===== src/design/sfagr_pkg.sv =====
// Shared types and constants of the scaled font atlas glyph renderer.
`default_nettype none

package sfagr_pkg;

  localparam int GLYPH_ROWS     = 14;
  localparam int GLYPH_COLS     = 8;
  localparam int CELLS_ACROSS   = 16;
  localparam int CELL_W         = GLYPH_COLS + 1;
  localparam int CELL_H         = GLYPH_ROWS + 1;
  localparam int MAX_SCALE      = 4;
  localparam int IDX_W          = 18;

  typedef enum logic [1:0] {
    CFG_FRAME_BASE  = 2'd0,
    CFG_LINE_PITCH  = 2'd1,
    CFG_PIXEL_BYTES = 2'd2,
    CFG_ATLAS_WIDTH = 2'd3
  } cfg_reg_e;

  typedef enum logic {
    OP_LOAD = 1'b0,
    OP_DRAW = 1'b1
  } op_e;

  typedef enum logic [1:0] {
    BK_IDLE,
    BK_MASK,
    BK_EMIT
  } back_state_e;

  typedef struct packed {
    logic [31:0] frame_base;
    logic [15:0] line_pitch;
    logic [2:0]  pixel_bytes;
    logic [10:0] atlas_width;
  } cfg_t;

  typedef struct packed {
    op_e              op;
    logic [14:0]      load_idx;
    logic             load_bit;
    logic [31:0]      row_addr;
    logic [IDX_W-1:0] rowbase;
    logic [23:0]      color;
    logic [2:0]       scale;
  } qent_t;

endpackage

`default_nettype wire


===== src/design/sfagr_front.sv =====
// Front end: accepts requests, clamps the scale and precomputes addresses.
`default_nettype none

module sfagr_front
  import sfagr_pkg::*;
(
  input  wire logic        clk_i,
  input  wire logic        rst_ni,
  input  wire cfg_t        cfg_i,
  input  wire logic        in_valid_i,
  output logic             in_stall_o,
  input  wire logic        operation_i,
  input  wire logic [14:0] atlas_index_i,
  input  wire logic [7:0]  atlas_value_i,
  input  wire logic [15:0] pos_x_i,
  input  wire logic [15:0] pos_y_i,
  input  wire logic [23:0] ink_color_i,
  input  wire logic [2:0]  magnify_i,
  input  wire logic [6:0]  char_code_i,
  input  wire logic        q_full_i,
  output logic             push_o,
  output qent_t            entry_o
);

  logic             valid_q;
  op_e              op_q;
  logic [14:0]      idx_q;
  logic             bit_q;
  logic [31:0]      pyp_q;
  logic [18:0]      xoff_q;
  logic [IDX_W-1:0] gyw_q;
  logic [7:0]       gx_q;
  logic [23:0]      color_q;
  logic [2:0]       scale_q;

  logic             take;
  logic [2:0]       scale_d;
  logic [7:0]       gx_d;
  logic [6:0]       gy_d;

  assign take       = !valid_q || !q_full_i;
  assign in_stall_o = !take;
  assign push_o     = valid_q && !q_full_i;

  always_comb begin
    if (magnify_i == 3'd0) begin
      scale_d = 3'd1;
    end else if (magnify_i > 3'(MAX_SCALE)) begin
      scale_d = 3'(MAX_SCALE);
    end else begin
      scale_d = magnify_i;
    end
    gx_d = 8'(char_code_i[3:0]) * 8'(CELL_W) + 8'd1;
    gy_d = 7'(char_code_i[6:4]) * 7'(CELL_H);
  end

  always_ff @(posedge clk_i or negedge rst_ni) begin
    if (!rst_ni) begin
      valid_q <= 1'b0;
    end else if (take) begin
      valid_q <= in_valid_i;
    end
  end

  always_ff @(posedge clk_i) begin
    if (take && in_valid_i) begin
      op_q    <= op_e'(operation_i);
      idx_q   <= atlas_index_i;
      bit_q   <= |atlas_value_i;
      pyp_q   <= {16'b0, pos_y_i} * {16'b0, cfg_i.line_pitch};
      xoff_q  <= 19'(pos_x_i) * 19'(cfg_i.pixel_bytes);
      gyw_q   <= IDX_W'(gy_d) * IDX_W'(cfg_i.atlas_width);
      gx_q    <= gx_d;
      color_q <= ink_color_i;
      scale_q <= scale_d;
    end
  end

  always_comb begin
    entry_o.op       = op_q;
    entry_o.load_idx = idx_q;
    entry_o.load_bit = bit_q;
    entry_o.row_addr = cfg_i.frame_base + pyp_q + 32'(xoff_q);
    entry_o.rowbase  = gyw_q + IDX_W'(gx_q);
    entry_o.color    = color_q;
    entry_o.scale    = scale_q;
  end

endmodule

`default_nettype wire


===== config.mk =====
export PLATFORM = sky130hd
export DESIGN_NAME = sfagr_front
export DESIGN_NICKNAME = d
export VERILOG_FILES = /design/src/design/sfagr_pkg.sv /design/src/design/sfagr_front.sv
export SDC_FILE = /design/constraint.sdc
export NUM_CORES = 1
export LEC_CHECK = 0
export BUFFER_PORTS_ARGS = -buffer_cell sky130_fd_sc_hd__buf_2
export CAP_MARGIN = 20
export CELL_PAD_IN_SITES_DETAIL_PLACEMENT = 1
export CELL_PAD_IN_SITES_GLOBAL_PLACEMENT = 2
export CORE_MARGIN = 1
export CORE_UTILIZATION = 38
export DETAILED_ROUTE_END_ITERATION = 8
export PLACE_DENSITY_LB_ADDON = 0.1
export SYNTH_ARGS = -nofsm -noshare
export SYNTH_HDL_FRONTEND = slang
export SYNTH_SLANG_ARGS = --single-unit

===== constraint.sdc =====
create_clock -name clk_i -period 9.3 [get_ports clk_i]
set_input_delay 0.465 -clock clk_i [delete_from_list [all_inputs] [get_ports clk_i]]
set_output_delay 0.465 -clock clk_i [all_outputs]
set_load 0.05 [all_outputs]

==> metrics.yaml <==
logic_synthesis:
  synth-edff-count: 121
  async_reset_ff_share_pct: 0.820
  netlist_top_cells_area: "fa_1 (29%), edfxtp_1 (19%), ha_1 (14%)"
  yosysTopAreaCell: "fa_1"
  synth-seq-cells: 122
  dominantRegCellSynth: "edfxtp_1"
  syn-cell-area_um2: 19200
  yosysTopAreaCellShare_pct: 28.9
  synth_cell_type_count: 76
  yosysSeqAreaShare_pct: 19.1
  synth_cells: 2011
  synth_warnings: 0
  syn_area_per_cell_um2: 9.55
  syn-num-nets: 2664
grt:
  met2_usage_pct: 38.8
  grt_util_met3_pct: 1.57
  grt_pass1_wl_mm: 87.5
  grt_start_max_net_pins: 69
  grt_pass1_vias: 16000
  busiest_layer: "met2"
  antenna_found_initial: 0
  grt_use_met1_pct: 29.9
  track_usage_pct: 22.2
  overflow: 0
clock_network:
  postCtsSetupRepairBufs: 0
  clockBufferDepth: 2
  cts_resized: 0
  htreeDepth: 4
  cts_sinks: 122
  clkTransAtPathRegs_ns: 0.07
  clkLatencyLatePin_ns: 0.43
  cts_buffers: 17
  cts_tree: "built"
  root_buffer: "clkbuf_16"
floorplan:
  initial_core_util_pct: 38.4
  dieArea_um2: 51400
  rows: 82
  die_h_um: 227
  die_w_um: 227
  ioPinCount: 252
  core_area_um2: 50000
timing:
  timing.fmax_mhz: 156
  skew_ns: 0.0127
  timing.final.crit_share_pct: 69.1
  drv_slew: 0
  finalCriticalPeriod_ns: 6.43
  hold_viol: 0
  rsz0062_at_grt: "no"
  worstMarginPinSlew_ns: 0.880
  tns_ns: 0
  finalSetupViolations: 0
  slew_headroom_pct: 40.9
finish:
  final_common_cell: "inv_1"
  layout-drive-gt1-share_pct: 13.8
  syn2layout_area_growth_pct: 12.9
  fin_nets: 2877
  layout_common_cells: "inv_1 (367), fa_1 (277), nand2_1 (257), buf_2 (251), ha_1 (220)"
  antenna_cells: 0
drt:
  drt_wl_total_mm: 55.1
  drt_iter0_drc: 595
  ant_nets: 0
  vias: 14500
  drcViolationCount: 0
  first_pass_iters: 4
  vias_per_cell: 4.99
  post_drt_wl_per_cell_um: 18.9
placement:
  port_buffers: 251
  dp_hpwl_mm: 45.6
  globalplace.congestion: 0.874
critical_path:
  endpoint_kind: "flip-flop"
  critPathArrivalTime_ns: 6.60
  worst_setup_path_start_kind: "input pin"
  cp_max_fo: 14
  required_ns: 9.47
  critical_path_class: "input pin to flip-flop"
worst_hold_path:
  min_path_type: "input pin to flip-flop"
run_status:
  status: "finished, final reports clean"
flow_run:
  cap_viol_max_count: 0
## cells by family after synthesis
group	Yosys count	share of synthesized area [%]
xor gates and xnor gates	105	4.79
buffers and inverters	427	8.49
and+or+nand+nor	618	15.9
adders and majority gates	497	43.2
DFF	122	19.1
muxes	2	0.104
AOI/OAI and AO/OA	240	8.43
## synthesized netlist by cell type (all sizes together) (3+ instances only)
master	instances
inv	367
fa	277
nand2	258
ha	220
and2	174
edfxtp	121
xnor2	75
a21oi	68
clkbuf	55
nor2	55
o21ai	48
a21o	31
xor2	30
nand3	25
nor3	23
nand2b	14
nor4	14
o21bai	13
nand4	12
nor2b	12
o21a	12
and3	10
a211oi	9
a31oi	9
buf	5
or2	5
a21boi	4
and4	4
o22ai	4
o31ai	4
o41ai	4
or3	4
a2111oi	3
a221oi	3
o2111ai	3
o211ai	3
## state kept, by name, summed over array words and instances, names as in the netlist
| register | flops |
|---|---|
| idx_q | 15 |
| gx_q | 8 |
| scale_q | 3 |
| bit_q | 1 |
| xoff_q | 19 |
| valid_q | 1 |
| gyw_q | 18 |
| pyp_q | 32 |
| color_q | 24 |
| op_q | 1 |
## routing by layer
metal / share of wire, % / wire length (µm)
met2: 49 / 26900
met1: 47 / 25900
met5: 0 / 0
met4: 1.6 / 882
met3: 2.6 / 1420
## worst max-delay path, cell delays in order
cell and delay, ns:
buf_2 0.19, fa_1 0.58, ha_1 0.26, fa_1 0.46, nor2b_1 0.15, o21ai_0 0.19
nand2b_1 0.27, and2_1 0.27, fa_1 0.49, inv_1 0.05, fa_1 0.48, inv_1 0.05
fa_1 0.47, inv_1 0.05, fa_1 0.47, inv_1 0.04, ha_1 0.32, o21ai_0 0.19
nand2b_1 0.09, and2_1 0.19, a31oi_1 0.32, o21bai_1 0.16, nor4_1 0.32, nor3_1 0.09
## stage by stage
| stage | std cells | util, % | instance area, µm² | hold slack, ns | worst slack [ns] |
|---|---|---|---|---|---|
| after floorplan | 2011 | - | 19200 | 0.169 | 2.53 |
| after global placement | 2876 | 42.2 | 21100 | 0.240 | 2.64 |
| after detailed placement | 2876 | 42.2 | 21100 | 0.241 | 2.43 |
| after CTS | 2909 | 43.4 | 21700 | 0.181 | 2.89 |
| after global routing | 2909 | 43.4 | 21700 | 0.187 | 2.50 |
| final | 2909 | 43.4 | 21700 | 0.203 | 2.87 |
## path summary, 6_finish.rpt
kind	startpoint	end	slack, ns	depth (start not counted)
setup reg to reg	valid_q	gyw_q[14]	7.49	3
max in group asynchronous	rst_ni	valid_q	8.86	2
min in group asynchronous	rst_ni	valid_q	0.36	2
hold reg to reg	valid_q	valid_q	0.72	2
hold / removal	ink_color_i[15]	color_q[15]	0.20	1
setup / recovery	char_code_i[4]	gyw_q[17]	2.87	24
## area by class of cell
cell class | instances | area [µm²]
clock inverter | 15 | 174
sequential | 122 | 3660
multi-input combinational | 1462 | 13900
clock buffer | 17 | 425
fill | 5836 | 28300
timing repair buffer | 254 | 1280
tap | 672 | 841
inverter | 367 | 1380
## timing repair
item | 4_1_cts | 5_1_grt
setup endpoints to repair | 0 | 0
endpoints found under the hold margin | 1 | 0
hold buffers | 1 | 0
Power is not shown: default switching activity piles up to over one toggle a cycle in this logic, so the estimate is an artifact.
