<file path="config.mk">
export PLATFORM = sky130hd
export DESIGN_NAME = sfagr_queue
export DESIGN_NICKNAME = d
export VERILOG_FILES = /design/src/design/sfagr_pkg.sv /design/src/design/sfagr_queue.sv
export SDC_FILE = /design/constraint.sdc
export NUM_CORES = 1
export LEC_CHECK = 0
export ABC_AREA = 1
export BUFFER_PORTS_ARGS = -buffer_cell sky130_fd_sc_hd__clkbuf_2
export CORE_AREA = 2 2 150 115
export DETAILED_ROUTE_END_ITERATION = 8
export DIE_AREA = 0 0 152 117
export GPL_ROUTABILITY_DRIVEN = 0
export PLACE_DENSITY = 0.79
export SYNTH_ARGS = -nofsm -noshare
export SYNTH_HDL_FRONTEND = slang
export SYNTH_SLANG_ARGS = --single-unit
export TNS_END_PERCENT = 50
</file>
<file path="constraint.sdc">
create_clock -name clk_i -period 6.45 [get_ports clk_i]
set_clock_uncertainty 0.1 [all_clocks]
set_input_delay 0.9675 -clock clk_i [delete_from_list [all_inputs] [get_ports clk_i]]
set_output_delay 0.9675 -clock clk_i [all_outputs]
set_load 0.05 [all_outputs]
</file>
<file path="src/design/sfagr_pkg.sv">
// Shared types and constants of the scaled font atlas glyph renderer.
`default_nettype none

package sfagr_pkg;

  localparam int GLYPH_ROWS     = 14;
  localparam int GLYPH_COLS     = 8;
  localparam int CELLS_ACROSS   = 16;
  localparam int CELL_W         = GLYPH_COLS + 1;
  localparam int CELL_H         = GLYPH_ROWS + 1;
  localparam int MAX_SCALE      = 4;
  localparam int IDX_W          = 18;

  typedef enum logic [1:0] {
    CFG_FRAME_BASE  = 2'd0,
    CFG_LINE_PITCH  = 2'd1,
    CFG_PIXEL_BYTES = 2'd2,
    CFG_ATLAS_WIDTH = 2'd3
  } cfg_reg_e;

  typedef enum logic {
    OP_LOAD = 1'b0,
    OP_DRAW = 1'b1
  } op_e;

  typedef enum logic [1:0] {
    BK_IDLE,
    BK_MASK,
    BK_EMIT
  } back_state_e;

  typedef struct packed {
    logic [31:0] frame_base;
    logic [15:0] line_pitch;
    logic [2:0]  pixel_bytes;
    logic [10:0] atlas_width;
  } cfg_t;

  typedef struct packed {
    op_e              op;
    logic [14:0]      load_idx;
    logic             load_bit;
    logic [31:0]      row_addr;
    logic [IDX_W-1:0] rowbase;
    logic [23:0]      color;
    logic [2:0]       scale;
  } qent_t;

endpackage

`default_nettype wire

</file>
<file path="src/design/sfagr_queue.sv">
// Two-entry queue between the front end and the back end.
`default_nettype none

module sfagr_queue
  import sfagr_pkg::*;
(
  input  wire logic  clk_i,
  input  wire logic  rst_ni,
  input  wire logic  push_i,
  input  wire qent_t entry_i,
  output logic       full_o,
  output logic       valid_o,
  input  wire logic  pop_i,
  output qent_t      head_o
);

  qent_t      ent_q [2];
  logic       wr_ptr_q;
  logic       rd_ptr_q;
  logic [1:0] cnt_q;

  assign full_o  = (cnt_q == 2'd2);
  assign valid_o = (cnt_q != 2'd0);
  assign head_o  = ent_q[rd_ptr_q];

  always_ff @(posedge clk_i or negedge rst_ni) begin
    if (!rst_ni) begin
      wr_ptr_q <= 1'b0;
      rd_ptr_q <= 1'b0;
      cnt_q    <= 2'd0;
    end else begin
      if (push_i) begin
        wr_ptr_q <= !wr_ptr_q;
      end
      if (pop_i) begin
        rd_ptr_q <= !rd_ptr_q;
      end
      if (push_i && !pop_i) begin
        cnt_q <= cnt_q + 2'd1;
      end else if (pop_i && !push_i) begin
        cnt_q <= cnt_q - 2'd1;
      end
    end
  end

  always_ff @(posedge clk_i) begin
    if (push_i) begin
      ent_q[wr_ptr_q] <= entry_i;
    end
  end

endmodule

`default_nettype wire

</file>
==> metrics, run 1 <==
status=finished clean; Leakage=3.56 nW; endpoints failing hold=0; share of post-route cells with drive strength above 1=0.603; Ys Warns=0; fraction of power consumed by the clock network=0.212; clk slew on worst S/H paths=0.07 ns; Routed Antenna Nets=0; hold buffer count at cts=0; die width=approximately 150 µm; # setup viols final=0; Hold WC Path Type=in2async; DIE HEIGHT=approximately 120 µm; Synth cell types=15; Psw=around 1.9 mW; RSZ-0062 raised after global routing=false; Highest Clock Rate=around 0.26 GHz; max cap viols=0; vias in the first global route=3,786; DRT iter0 DRCs=roughly 250; CTS max path bufs=2; Power per Cell Area=520 nW/µm²; post_cts resized=0; switching share of power=0.407; Detail Placement HPWL=approximately 8700 µm; Core Footprint=about 16,000 µm²; DRC Markers=0; Worst setup SP type=flop; syn_nets=roughly 420; Slew headroom=0.377; clk sink count=roughly 190; Max IR drop VDD=0.000382 V; CTS tree=built; clock latency on the worst-skew pair=about 0.4 ns; starting density of the core=0.437; initial antenna violation count=0; total grt overflow=0; CTS H-tree depth=4; Routed WL per cell=about 17 µm; Multi-input gate area=about 1300 µm²; All-Layer GR Usage=0.147; largest net degree at the start of global routing=between 50 and 60; final setup TNS=0 ns; internal power=about 2.8 mW; num rows=41; PortBufs=about 190; sequential area share after synthesis=0.798; boundary pin count=between 150 and 200; WS Path Type=reg2out; Mapped Area=around 7200 µm²; register area=roughly 5700 µm²; fin. max-slew vios=0; detailed-route via count=about 3.6k; period utilisation layout=0.594; Layout area overhead=24.1%; CP Max Fanout=52; Ant. Diodes=0; final worst slack=approximately 2.6 ns; Gate power share=0.400; Avg Cell Area, Syn=between 20 and 25 µm²; worst slew pin tran=slightly above 0.9 ns; fill count=between 1k and 1.5k; total CTS buffers=17; cells after synthesis=318; die area=between 15,000 and 20,000 µm²; pre-CTS WS=approximately 3 ns; Worst setup EP type=primary output; routed wire length=roughly 13,000 µm; drt first pass iters=6; Tmin final=3.83 ns; CP required=between 5 and 6 ns; setup bufs post-CTS=0; sequential share of power=0.388; vias per cell=~4.8; number of synthesized register bits=~190; Root Driver=clkbuf_16; Nets=between 600 and 700; global-route wire length before repair=approximately 20,000 µm; Worst EP arrival=between 2 and 3 ns
## worst max-delay path: stages (launching register included)
cell	delay [ns]
dfrtp_4	1.01
buf_4	0.63
mux2_2	0.42
clkbuf_2	0.24
## logic make-up (layout without fill, tap and decap cells)
logic type | Yosys count | after routing | share of synthesized area
adder cells (fa/ha/maj) | 1 | 1 | 0.00174
buffers and inverters | 18 | 236 | 0.0179
AND/OR/NAND/NOR | 10 | 10 | 0.00573
multiplexers | 94 | 94 | 0.173
flip-flops | 192 | 192 | 0.798
XOR/XNOR | 3 | 3 | 0.00365
## cells in the mapped netlist (all sizes together)
cell / n / area, µm²
inv: 7 / 26.3
nand3: 1 / 5.00
dfrtp: 4 / 100
nand2: 6 / 22.5
nor2: 2 / 7.51
ha: 1 / 12.5
nand4: 1 / 6.26
xnor2: 1 / 8.76
xor2: 2 / 17.5
mux2: 94 / 1250
edfxtp: 188 / 5650
buf: 11 / 103
## state kept, by name, summed over array words and instances (netlist names)
signal,count
cnt_q,2
wr_ptr_q,1
rd_ptr_q,1
ent_q,188
## cell usage in the layout, fill, tap and decap left out, types with 4 or more instances in the layout
master,netlist,final
buf_4,0,4
clkbuf_16,0,17
clkbuf_2,0,193
edfxtp_1,188,188
inv_1,7,6
mux2_2,44,44
mux2_4,50,50
nand2_1,6,6
## power by group through the flow
stage               clock (mW)  combinational, mW  sequential, mW
global route              1.07               1.94            1.83
finish                   0.984               1.86            1.80
floorplan                    0               1.63            1.75
global placement             0               1.86            1.82
detailed placement           0               1.88            1.84
CTS                       1.01               1.88            1.81
## cell type report
class	instances	share of cell area
Inverter	7	0.00308
Clock inverter	14	0.0147
Clock buffer	18	0.0480
Tap cell	215	0.0301
Multi-Input combinational cell	108	0.149
Sequential cell	192	0.643
Timing Repair Buffer	197	0.111
## metrics by stage
| step | util | std cells | power, mW | hold WS, ns | instance area (µm²) |
|---|---|---|---|---|---|
| after global routing | 0.543 | 751 | 4.84 | 0.226 | 8940 |
| after detailed placement | 0.509 | 719 | 3.72 | 0.415 | 8380 |
| after CTS | 0.543 | 751 | 4.71 | 0.222 | 8940 |
| after global placement | 0.509 | 719 | 3.68 | 0.355 | 8380 |
| final | 0.543 | 751 | 4.65 | 0.246 | 8940 |
| after floorplan | - | 318 | 3.37 | 0.342 | 7200 |
## path summary, 6_finish.rpt
| path | start | end | slack, ns | cells after the start |
|---|---|---|---|---|
| max | rd_ptr_q$_DFFE_PN0P_ | head_o[4] | 2.62 | 3 |
| min | rst_ni | cnt_q[0]$_DFFE_PN0P_ | 0.25 | 1 |
| max reg2reg | wr_ptr_q$_DFFE_PN0P_ | ent_q[0][52]$_DFFE_PP_ | 4.17 | 3 |
| min reg2reg | cnt_q[1]$_DFFE_PN0P_ | cnt_q[1]$_DFFE_PN0P_ | 0.41 | 2 |
| max in group asynchronous | rst_ni | rd_ptr_q$_DFFE_PN0P_ | 5.86 | 1 |
| min in group clk_i | cnt_q[1]$_DFFE_PN0P_ | cnt_q[1]$_DFFE_PN0P_ | 0.41 | 2 |
## metal layers
layer,GRT usage,vias to the layer above,share of wire
met3,0.0608,11,0.081
met2,0.237,162,0.47
met4,0.0573,0,0.011
met5,0,-,0
li1,-,1663,-
met1,0.179,1786,0.43
Note: power is estimated with default switching activity, not from simulation.
==> run 2, diff against run 1 <==
--- a/config.mk
+++ b/config.mk
@@ -5,13 +5,13 @@
 export SDC_FILE = /design/constraint.sdc
 export NUM_CORES = 1
 export LEC_CHECK = 0
-export ABC_AREA = 1
+export ABC_AREA = 0
 export BUFFER_PORTS_ARGS = -buffer_cell sky130_fd_sc_hd__clkbuf_2
-export CORE_AREA = 2 2 150 115
+export CORE_AREA = 2 2 149 115
 export DETAILED_ROUTE_END_ITERATION = 8
-export DIE_AREA = 0 0 152 117
+export DIE_AREA = 0 0 151 117
 export GPL_ROUTABILITY_DRIVEN = 0
-export PLACE_DENSITY = 0.79
+export PLACE_DENSITY = 0.82
 export SYNTH_ARGS = -nofsm -noshare
 export SYNTH_HDL_FRONTEND = slang
 export SYNTH_SLANG_ARGS = --single-unit
==> constraint.sdc (replaced) <==
create_clock -name clk_i -period 3.1 [get_ports clk_i]
set_clock_uncertainty 0.1 [all_clocks]
set_input_delay 0.465 -clock clk_i [delete_from_list [all_inputs] [get_ports clk_i]]
set_output_delay 0.465 -clock clk_i [all_outputs]
set_load 0.05 [all_outputs]
==> metrics, run 2 <==
status=finished clean; Layout area overhead=25.0%; Largest register FFs=188 (unchanged); DIE HEIGHT=117 µm (unchanged); Power per Cell Area=1080 nW/µm² (+110%); global-route wire length before repair=18,500 µm (-6.1%); # setup viols final=0 (unchanged); final worst slack=0.414 ns (-2.20 ns); final std cells w/o fill=746 (-0.67%); Max IR drop VDD=0.000628 V (+64%); drt first pass iters=4 (-2); CTS tree=built; pre-CTS WS=0.840 ns (-2.13 ns); Detail Placement HPWL=8490 µm (-2.1%); CP required=2.53 ns (-2.85 ns); mux cell area share after synthesis=0.173 (+0.000422); Synth Area in Adders=0.00174 (+0.00000424); Mapped Area=7180 µm² (-0.24%); CTS max path bufs=2 (unchanged); RSZ-0062 raised after global routing=false; max incr delay on CP=0.69 ns (-0.32 ns); setup bufs post-CTS=0 (unchanged); endpoints failing hold=0 (unchanged); starting density of the core=0.440 (+0.00305); DRT iter0 DRCs=195 (-21%); area share of the largest cell type after synthesis=0.786 (+0.00191); Avg Cell Area, Syn=23.2 µm² (+2.7%); Cells after DPL=713 (-0.83%); crit path cell chain=buf_12, mux2_2, clkbuf_2; WL met2=6020 µm (-0.91%); cells after synthesis=309 (-2.8%); Ys Warns=0 (unchanged); Slew headroom=0.542 (+0.166); die width=151 µm (-0.66%); share of post-route cells with drive strength above 1=0.618 (+0.0151); boundary pin count=194 (unchanged); Tmin final=2.69 ns; total CTS buffers=17 (unchanged); Worst EP arrival=2.12 ns (-0.64 ns); XOR/XNOR Fraction of Synth Area=0.00610 (+0.00245); Root Driver=clkbuf_16; post-synthesis simple-gate area fraction=0.00401 (-0.00173); WS Path Type=reg2out; Ant. Diodes=0 (unchanged); DR top layer=met4; period utilisation layout=0.866; Nets=617 (-0.80%); largest family of logic cells by synthesized area=multiplexers; most common cell after layout, fill and taps aside=clkbuf_2; hold slack=0.138 ns (-0.108 ns); All-Layer GR Usage=0.142 (-0.00475); largest cells by area after synthesis=edfxtp_1 79%, mux2_4 10%, mux2_2 6.9%, dfrtp_1 1.4%, buf_6 0.94%; top post-synthesis cells by count=188 x edfxtp_1, 50 x mux2_4, 44 x mux2_2, 6 x buf_6; Synth Flop Type=edfxtp_1; Hold WC Path Type=in2reg; clk sink count=192 (unchanged); Worst setup EP type=primary output; commonest cells after routing, fill and taps aside=193 x clkbuf_2, 188 x edfxtp_1, 50 x mux2_4; number of synthesized register bits=192 (unchanged); clk slew on worst S/H paths=0.07 ns (about the same); sequential area share after synthesis=0.800 (+0.00195); Post-synth EDFFs=188 (unchanged); clock latency on the worst-skew pair=0.41 ns (about the same); Synth cell types=15 (unchanged); detailed-route via count=3,534 (-2.4%); Largest regs=ent_q x188, cnt_q x2; largest net degree at the start of global routing=51 (-3.8%); CTS H-tree depth=4 (unchanged); leading area contributor after synthesis=edfxtp_1; routed wire length=12,300 µm (-3.6%); most frequent cell after synthesis=edfxtp_1; Worst setup SP type=flop; Routed WL per cell=16.6 µm (-2.9%); CP Max Fanout=44 (-15%); CP max stage cell=dfrtp_4; total grt overflow=0 (unchanged); DRC Markers=0 (unchanged); Synth Area in Compound Gates=0 (unchanged); Core Footprint=16,300 µm² (-0.93%); asr flop ratio synth=0.0208 (unchanged); Leakage=3.57 nW (+0.24%); PortBufs=193 (unchanged); fin. max-slew vios=0 (unchanged); Routed Antenna Nets=0 (unchanged); met3 WL=959 µm (-7.8%); worst slew pin tran=0.686 ns (-0.248 ns); initial antenna violation count=0 (unchanged); vias per cell=4.74 (-1.8%); Biggest register=ent_q; met1 WL=5250 µm (-5.4%); die area=17,700 µm² (-0.66%); Highest Clock Rate=~0.37 GHz; syn_nets=408 (-2.2%); num rows=41 (unchanged); max cap viols=0 (unchanged); vias in the first global route=3,582 (-5.4%)
[run 2: report_power, final]
part / internal [mW] / total [mW] / switching, mW
Sequential: 3.45 / 3.65 / 0.201
Combinational: 1.20 / 3.99 / 2.79
Clock: 1.12 / 2.05 / 0.932
[run 2: layout make-up]
class / instances / area [µm²]
Tap cell: 215 / 269
Clock inverter: 15 / 134
Inverter: 1 / 3.75
Fill cell: 1258 / 7340
Timing Repair Buffer: 201 / 1050
Sequential cell: 192 / 5750
Clock buffer: 17 / 425
Multi-Input combinational cell: 105 / 1340
[run 2: path summary, 6_finish.rpt]
path	start	depth (start not counted)	slack, ns	endpoint
worst max-delay path	rd_ptr_q$_DFFE_PN0P_	3	0.41	head_o[8]
worst min-delay path	entry_i[76]	1	0.14	ent_q[0][76]$_DFFE_PP_
worst max register to register	wr_ptr_q$_DFFE_PN0P_	2	1.32	ent_q[1][23]$_DFFE_PP_
worst min register to register	cnt_q[1]$_DFFE_PN0P_	1	0.39	cnt_q[1]$_DFFE_PN0P_
max in group asynchronous	rst_ni	2	2.47	rd_ptr_q$_DFFE_PN0P_
min in group asynchronous	rst_ni	2	0.29	rd_ptr_q$_DFFE_PN0P_
[run 2: routing by layer]
layer / track usage / up-vias
met3: 0.0457 / 12
met1: 0.176 / 1730
met5: 0 / -
met2: 0.237 / 149
met4: 0.0523 / 0
li1: - / 1643
[run 2: per-stage QoR]
step	instance area, µm²	total power, mW	setup TNS (ns)	util
CTS	8980	9.80	0	0.550
global route	8980	10.1	0	0.550
global placement	8410	7.66	0	0.515
floorplan	7190	7.00	-8.86	-
finish	8980	9.69	0	0.550
detailed placement	8410	7.74	0	0.515
[run 2: cell families after synthesis]
group	after synthesis
AND/OR/NAND/NOR	5
buffers and inverters	12
multiplexers	94
XOR/XNOR	5
flip-flops	192
adder cells (fa/ha/maj)	1
[run 2: worst max-delay path, delay by kind of cell (launching register included)]
kind,cells,cell delay (ns)
buffers and inverters,2,0.57
multiplexers,1,0.38
flip-flops,1,0.69
[run 2: repair_timing]
item	in CTS	in global routing
hold endpoints to repair	4	0
hold buffers	1	0
gates resized for setup	0	0
==> run 3, diff against run 2 <==
--- a/config.mk
+++ b/config.mk
@@ -12,6 +12,7 @@
 export DIE_AREA = 0 0 151 117
 export GPL_ROUTABILITY_DRIVEN = 0
 export PLACE_DENSITY = 0.82
+export RECOVER_POWER = 50
 export SYNTH_ARGS = -nofsm -noshare
 export SYNTH_HDL_FRONTEND = slang
 export SYNTH_SLANG_ARGS = --single-unit
==> metrics, run 3 (synthesis gave the netlist of run 2 again) <==
WL met2=6030 µm (+0.25%); period utilisation layout=0.868 (+0.00172); Nets=617 (unchanged); max incr delay on CP=0.69 ns (about the same); Leakage=3.31 nW (-7.2%); Highest Clock Rate=0.372 GHz (-0.20%); fin. max-slew vios=33 (+33); worst hold path startpoint=entry_i[22]; CP required=2.53 ns (about the same); largest net degree at the start of global routing=51 (unchanged); Worst R2R Start=wr_ptr_q$_DFFE_PN0P_; Worst setup EP type=primary output; setup bufs post-CTS=0 (unchanged); most common cell after layout, fill and taps aside=edfxtp_1; CTS max path bufs=2 (unchanged); Slew headroom=-0.0652 (-0.608); DRC Markers=0 (unchanged); Worst setup SP type=flop; CTS H-tree depth=4 (unchanged); fraction of power consumed by the clock network=0.212 (about the same); CP Max Fanout=44 (unchanged); met1 WL=5380 µm (+2.5%); worst slew pin tran=1.60 ns (+0.911 ns); commonest cells after routing, fill and taps aside=188 x edfxtp_1, 108 x clkbuf_2, 86 x clkbuf_1; reg2reg end=ent_q[1][23]$_DFFE_PP_; global-route wire length before repair=18,500 µm (unchanged); Detail Placement HPWL=8490 µm (unchanged); final setup TNS=0 ns (unchanged); initial antenna violation count=0 (unchanged); max cap viols=1 (+1); DIE HEIGHT=117 µm (unchanged); status=finished, violations left; Endpoint, Worst Hold=ent_q[0][22]$_DFFE_PP_; # setup viols final=0 (unchanged); CTS tree=built; Tot Pwr=9.68 mW (about the same); Power per Cell Area=1090 nW/µm² (+1.2%); total CTS buffers=17 (unchanged); Max IR drop VDD=0.000636 V (+1.3%); routed wire length=12,500 µm (+1.1%); endpoints failing hold=0 (unchanged); Largest register FFs=188 (unchanged); total grt overflow=0 (unchanged); die area=17,700 µm² (unchanged); die width=151 µm (unchanged); share of post-route cells with drive strength above 1=0.454 (-0.164); DRT iter0 DRCs=175 (-10%); Gate power share=0.410 (-0.002); Biggest register=ent_q; failing checks=capacitance limit, slew limit; Psw=3.93 mW (+0.11%); hold buffer count at cts=1 (unchanged); clk sink count=192 (unchanged); clk slew on worst S/H paths=0.07 ns (about the same); internal power=5.75 mW (-0.21%); Root Driver=clkbuf_16; WS Path Type=reg2out; drt first pass iters=4 (unchanged); vias per cell=4.71 (-0.54%); Layout area overhead=23.4%; RSZ-0062 raised after global routing=false; flop2flop setup slack=0.49 ns (-0.83 ns); Core Footprint=16,300 µm² (unchanged); CP max stage cell=dfrtp_4; Worst EP arrival=2.13 ns (about the same); All-Layer GR Usage=0.142 (unchanged); num rows=41 (unchanged); R2R depth=2 (unchanged); starting density of the core=0.440 (unchanged); clock latency on the worst-skew pair=0.41 ns (about the same); sequential share of power=0.378 (about the same); detailed-route via count=3,515 (-0.54%); Routed Antenna Nets=0 (unchanged); Largest regs=ent_q x188, cnt_q x2; PortBufs=193 (unchanged); vias in the first global route=3,582 (unchanged); switching share of power=0.406 (+0.000763); boundary pin count=194 (unchanged); Ant. Diodes=0 (unchanged); Tmin final=2.69 ns (+0.00534 ns); crit path cell chain=buf_12, mux2_2, clkbuf_2; Hold Crit Depth=1 (unchanged); met3 WL=954 µm (-0.52%); DR top layer=met4; Hold WC Path Type=in2reg; post_cts resized=0 (unchanged); Routed WL per cell=16.7 µm (+1.1%)
[run 3: changes by cell type in the layout (fill, tap and decap cells not counted), sizes merged]
cell    before  now
clkbuf     210  211
buf          7    6
[run 3: worst max-delay path by stage]
stage	startpoint	to	slack, ns	cells past startpoint
5_1_grt	wr_ptr_q$_DFFE_PN0P_	ent_q[1][23]$_DFFE_PP_	0.26	2
6_report	rd_ptr_q$_DFFE_PN0P_	head_o[8]	0.41	3
2_1_floorplan	push_i	ent_q[1][0]$_DFFE_PP_	-0.09	1
4_1_cts	rd_ptr_q$_DFFE_PN0P_	head_o[8]	0.38	3
3_5_place_dp	rd_ptr_q$_DFFE_PN0P_	head_o[8]	0.84	3
3_3_place_gp	rd_ptr_q$_DFFE_PN0P_	head_o[15]	0.87	3
[run 3: critical path, delay by kind of cell, from the launching register on]
kind,cells,cell delay [ns]
buf+inv,2,0.58
flops,1,0.69
mux,1,0.38
[run 3: layout make-up]
type	count	area, µm²
fill	1297	7450
sequential	192	5750
multi-input combinational	105	1340
timing repair buffer	201	943
clock buffer	17	425
tap	215	269
clock inverter	15	134
inverter	1	3.75
[run 3: power by group through the flow]
stage	Clock, mW	Combinational, mW	Sequential, mW
final	2.05	3.97	3.66
after floorplan	0	3.38	3.62
after global routing	2.22	4.17	3.71
after global placement	0	3.98	3.68
after detailed placement	0	4.02	3.72
after CTS	2.11	4.04	3.66
[run 3: metrics by stage]
| stage | std cells | setup WS (ns) | cell area (µm²) | hold WS [ns] | utilization |
|---|---|---|---|---|---|
| after global placement | 713 | 0.867 | 8410 | 0.180 | 0.515 |
| after floorplan | 309 | -0.0942 | 7190 | 0.0694 | - |
| after CTS | 746 | 0.384 | 8980 | 0.113 | 0.550 |
| final | 746 | 0.409 | 8860 | 0.141 | 0.543 |
| after global routing | 746 | 0.265 | 8860 | 0.111 | 0.543 |
| after detailed placement | 713 | 0.840 | 8410 | 0.184 | 0.515 |
[run 3: per-layer routing]
metal,GRT usage,vias up
li1,-,1639
met4,0.0523,0
met2,0.237,141
met3,0.0457,12
met5,0,-
met1,0.176,1723
